[src/design/dac_pkg.sv]
// Shared types and constants for the distinct address counter.
package dac_pkg;

	// Fixed field widths.
	localparam int ADDR_W      = 48;
	localparam int RSSI_W      = 8;
	localparam int COUNT_OUT_W = 9;

	// Minimum strength after reset, in dBm.
	localparam logic signed [RSSI_W-1:0] MIN_STRENGTH_RESET = -8'sd90;

	// Controller states, one-hot.
	typedef enum logic [3:0] {
		ST_IDLE   = 4'b0001,
		ST_EVAL   = 4'b0010,
		ST_SEARCH = 4'b0100,
		ST_EMIT   = 4'b1000
	} state_t;

	// Commands from the controller to the datapath.
	typedef struct packed {
		logic capture;   // latch the accepted item
		logic report;    // result with current count and no flags
		logic clear;     // empty the table
		logic start;     // toggle indicator, rewind the scan
		logic search;    // read the next table entry
		logic hit_done;  // address found in the table
		logic miss_done; // address absent: append or flag full
		logic emit;      // move the result into the output register
	} cmd_t;

	// Status from the datapath to the controller.
	typedef struct packed {
		logic mode;      // held item is an end of sweep
		logic pass;      // held frame meets the minimum strength
		logic hit;       // compared entry matches the held address
		logic exhausted; // every stored entry has been compared
	} sts_t;

endpackage

[src/design/dac_ctrl.sv]
// Controller state machine: sequences capture, table scan and result hand-off.
module dac_ctrl (
	input  logic            clk,
	input  logic            arst_n,
	input  logic            in_valid,
	input  logic            out_ready,
	input  dac_pkg::sts_t   sts,
	output dac_pkg::cmd_t   cmd,
	output logic            in_ready,
	output logic            out_valid
);
	dac_pkg::state_t state_q, state_d;
	logic            out_valid_q;

	// Next state and commands.
	always_comb begin
		state_d = state_q;
		cmd     = '0;
		unique case (state_q)
			dac_pkg::ST_IDLE: begin
				if (in_valid) begin
					cmd.capture = 1'b1;
					state_d     = dac_pkg::ST_EVAL;
				end
			end
			dac_pkg::ST_EVAL: begin
				if (sts.mode) begin
					cmd.report = 1'b1;
					cmd.clear  = 1'b1;
					state_d    = dac_pkg::ST_EMIT;
				end else if (!sts.pass) begin
					cmd.report = 1'b1;
					state_d    = dac_pkg::ST_EMIT;
				end else begin
					cmd.start = 1'b1;
					state_d   = dac_pkg::ST_SEARCH;
				end
			end
			dac_pkg::ST_SEARCH: begin
				if (sts.hit) begin
					cmd.hit_done = 1'b1;
					state_d      = dac_pkg::ST_EMIT;
				end else if (sts.exhausted) begin
					cmd.miss_done = 1'b1;
					state_d       = dac_pkg::ST_EMIT;
				end else begin
					cmd.search = 1'b1;
				end
			end
			dac_pkg::ST_EMIT: begin
				if (!out_valid_q || out_ready) begin
					cmd.emit = 1'b1;
					state_d  = dac_pkg::ST_IDLE;
				end
			end
			default: begin
				state_d = dac_pkg::ST_IDLE;
			end
		endcase
	end

	// State and output valid registers.
	always_ff @(posedge clk or negedge arst_n) begin
		if (!arst_n) begin
			state_q     <= dac_pkg::ST_IDLE;
			out_valid_q <= 1'b0;
		end else begin
			state_q <= state_d;
			if (cmd.emit) begin
				out_valid_q <= 1'b1;
			end else if (out_ready) begin
				out_valid_q <= 1'b0;
			end
		end
	end

	assign in_ready  = (state_q == dac_pkg::ST_IDLE);
	assign out_valid = out_valid_q;
endmodule

[config.mk]
export PLATFORM = sky130hd
export DESIGN_NAME = dac_ctrl
export DESIGN_NICKNAME = d
export VERILOG_FILES = /design/src/design/dac_pkg.sv /design/src/design/dac_ctrl.sv
export SDC_FILE = /design/constraint.sdc
export NUM_CORES = 1
export LEC_CHECK = 0
export BUFFER_PORTS_ARGS = -buffer_cell sky130_fd_sc_hd__buf_2
export CAP_MARGIN = 20
export CORE_AREA = 5 5 42 44
export DETAILED_ROUTE_END_ITERATION = 16
export DIE_AREA = 0 0 47 49
export SLEW_MARGIN = 20
export SYNTH_ARGS = -nofsm -noshare
export SYNTH_HDL_FRONTEND = slang
export SYNTH_SLANG_ARGS = --single-unit
[constraint.sdc]
create_clock -name clk -period 4.33 [get_ports clk]
set_input_delay 0.6495 -clock clk [delete_from_list [all_inputs] [get_ports clk]]
set_output_delay 0.6495 -clock clk [all_outputs]
set_load 0.01 [all_outputs]
==> impl_metrics.csv <==
group,metric,value,unit
cts,cts.sinks,5,
die,fp.dieH,49,um
die,die_x,47,um
cts,clkTransAtPathRegs,0.05,ns
setup_path,reg2reg_depth,3,
drt,drc,0,
setup_path,start_kind,"register",
synth,post-synth-top-area-cell,"dfrtp_1",
cts,cts_buffers,3,
layout,n_antenna_cell,0,
power_and_ir_drop,seq_power_share,39.7,%
setup_path,path_delay_family,"simple AND/OR/NAND/NOR gates",
global_route,grt_pass1_wl,1283,um
sta,maxSlewHeadroom,70.42,%
cts,cts_max_level,1,
power_and_ir_drop,ir_drop,0.0001908,V
placement,gp_congestion,0.6307,
die,core-area,1401,um^2
sta,setup_tns,0,ns
status,outcome,"finished clean",
power_and_ir_drop,powerDensity,443.2,nW/um^2
synth,synth_edf_count,0,
synth,ys_seq_elements,5,
synth,synthDistinctLibCells,22,
synth,seq_area_frac_synth,37.97,%
layout,drive_gt1_share,43.64,%
power_and_ir_drop,p_clk_share,26.6,%
die,num_rows,14,
layout,fill_cells,160,
setup_path,cp.arrival,1.61,ns
global_route,grt_max_degree,10,
synth,synth_top_area_share,30.08,%
synth,synth_fa_ha_area_share,0,%
synth,synthMuxAreaShare,0,%
sta,drv_slew,0,
cts,ctsHoldBuffers,0,
layout,fin_cells,71,
sta,max_freq,442.1,MHz
layout,multi_input_area,187.7,um^2
synth,synth_ff_type,"dfrtp_1",
drt,totalWireLength,796,um
synth,synth_top_family_by_area,"simple AND/OR/NAND/NOR gates",
power_and_ir_drop,swShare,34.32,%
setup_path,rrSetupSlack,2.76,ns
drt,dr.pass1.iters,3,
sta,rsz0062_at_grt,"false",
layout,area_growth,37.22,%
synth,async_flop_share,100.0,%
setup_path,r2r_start,"state_q[2]",
synth,avgSynthCellArea,9.509,um^2
setup_path,crit_path_max_fanout,6,
min_path,worstHoldPathType,"in2async",
cts,cts-root-buf,"clkbuf_4",
setup_path,max_stage_delay,0.59,ns
cts,clock_latency,0.24,ns
cts,post_cts_buffers,0,
synth,synth_compound_area_share,13.16,%
placement,io_buffers,17,
die,start_util,23.75,%
sta,hold_viol,0,
sta,period_share,52.23,%
drt,wire_per_inst,11.21,um
cts,cts.repair.resized,0,
sta,worst_pin_slew,0.4375,ns
sta,fin_crit,2.262,ns
synth,synth-xor-area-share,0,%
layout,fin_nets,64,
die,io-pin-count,18,
global_route,overflow,0,
drt,vias_per_cell,4.563,
global_route,track_usage,7.567,%
sta,skew,0.003364,ns
setup_path,reg2reg_to,"state_q[0]",
synth,syn_nets,43,
synth,syn-cell-area,332.8,um^2
synth,yosys.area_share.simple,43.23,%
setup_path,crit_slowest_cell,"or4b_1",
power_and_ir_drop,p_switching,0.06948,mW
setup_path,worstSetupPathType,"reg2out",
synth,synth_common_cells,"and2_1, dfrtp_1, inv_1",
sta,setup_viol,0,
synth,yosys-top-cells-area,"dfrtp_1, dfstp_2, and2_1, and3b_1, nor4b_1",
power_and_ir_drop,p_int,0.1329,mW
cts,cts_tree,"done",
setup_path,cp.buffers_inverters,1,
setup_path,required,3.68,ns
layout,ff_latch_area,126.4,um^2
drt,vias,324,
global_route,antenna_found_initial,0,
power_and_ir_drop,power_frac_comb,33.7,%
drt,drt_iter0_markers,1,
synth,yosysWarnings,0,
flow_run,cap_viol_max_count,0,
cts,cts_max_path_buffers,2,
placement,dp_cells,67,
global_route,grt_pass1_vias,318,
die,die_area,2303,um^2
synth,netlist_instances,35,
setup_path,path_cells,"or4b_1, nor3_2, buf_2",
drt,ant_nets,0,
power_and_ir_drop,leakagePower,0.2395,nW
setup_path,worst_setup_path_end_kind,"output port",
## worst max path at each step
stage          cells past startpoint        from      to  slack [ns]
6_report                           3  state_q[3]  cmd[3]        2.07
5_1_grt                            3  state_q[1]  cmd[1]        1.97
4_1_cts                            3  state_q[3]  cmd[3]        2.05
3_5_place_dp                       3  state_q[3]  cmd[3]        2.32
3_3_place_gp                       3  state_q[3]  cmd[3]        2.33
2_1_floorplan                      2  state_q[0]  cmd[7]        2.33
## cell usage in the layout, fill, tap and decap left out, drive strengths merged
master and count:
nor3b 1, o21a 1, nor2b 2, and3b 2, nor4b 2, o31ai 1
or3 1, or2 1, and2 4, inv 3, dfstp 1, and2b 1
nor3 1, o21ai 2, o41ai 1, nand2b 1, buf 17, a21oi 2
or4b 2, clkbuf 4, dfrtp 4, nor2 1
## stage by stage
stage          power, mW  hold slack [ns]  instance area (um^2)  utilization, %  worst slack, ns
3_3_place_gp      0.1490           0.4692                 430.4           30.71            2.326
6_report          0.2024           0.2156                 456.7           32.59            2.068
5_1_grt           0.2185           0.2089                 456.7           32.59            1.967
4_1_cts           0.2063           0.2114                 456.7           32.59            2.052
2_1_floorplan     0.1213           0.3539                 332.8               -            2.331
3_5_place_dp      0.1498           0.4714                 430.4           30.71            2.317
## logic make-up (layout without fill, tap and decap cells)
group / Yosys count / in the layout
buf+inv: 4 / 24
simple gates: 19 / 19
compound gates: 7 / 7
flops: 5 / 5
## routing by layer
| metal | part of all wire [%] | track usage (%) | up-vias |
|---|---|---|---|
| li1 | - | - | 167 |
| met3 | 4.5 | 0 | 0 |
| met1 | 42 | 8.018 | 151 |
| met5 | 0 | 0 | - |
| met4 | 0 | 6.912 | 0 |
| met2 | 54 | 12.67 | 6 |
## state kept, by name, indices dropped and copies added (netlist names)
register / count
state_q: 4
out_valid: 1
## layout make-up
cell class,count,area share (%)
Multi-Input combinational cell,26,41.10
Sequential cell,5,27.67
Timing Repair Buffer,17,18.63
Clock buffer,4,5.753
Tap cell,16,4.384
Inverter,3,2.466
## power by group through the flow
stage	Sequential, mW	Clock (mW)	Combinational, mW
finish	0.0803	0.0539	0.0681
global route	0.0831	0.0590	0.0764
CTS	0.0801	0.0567	0.0696
detailed placement	0.0808	0	0.0691
global placement	0.0803	0	0.0687
floorplan	0.0760	0	0.0452
(Power assumes the default switching activity.)
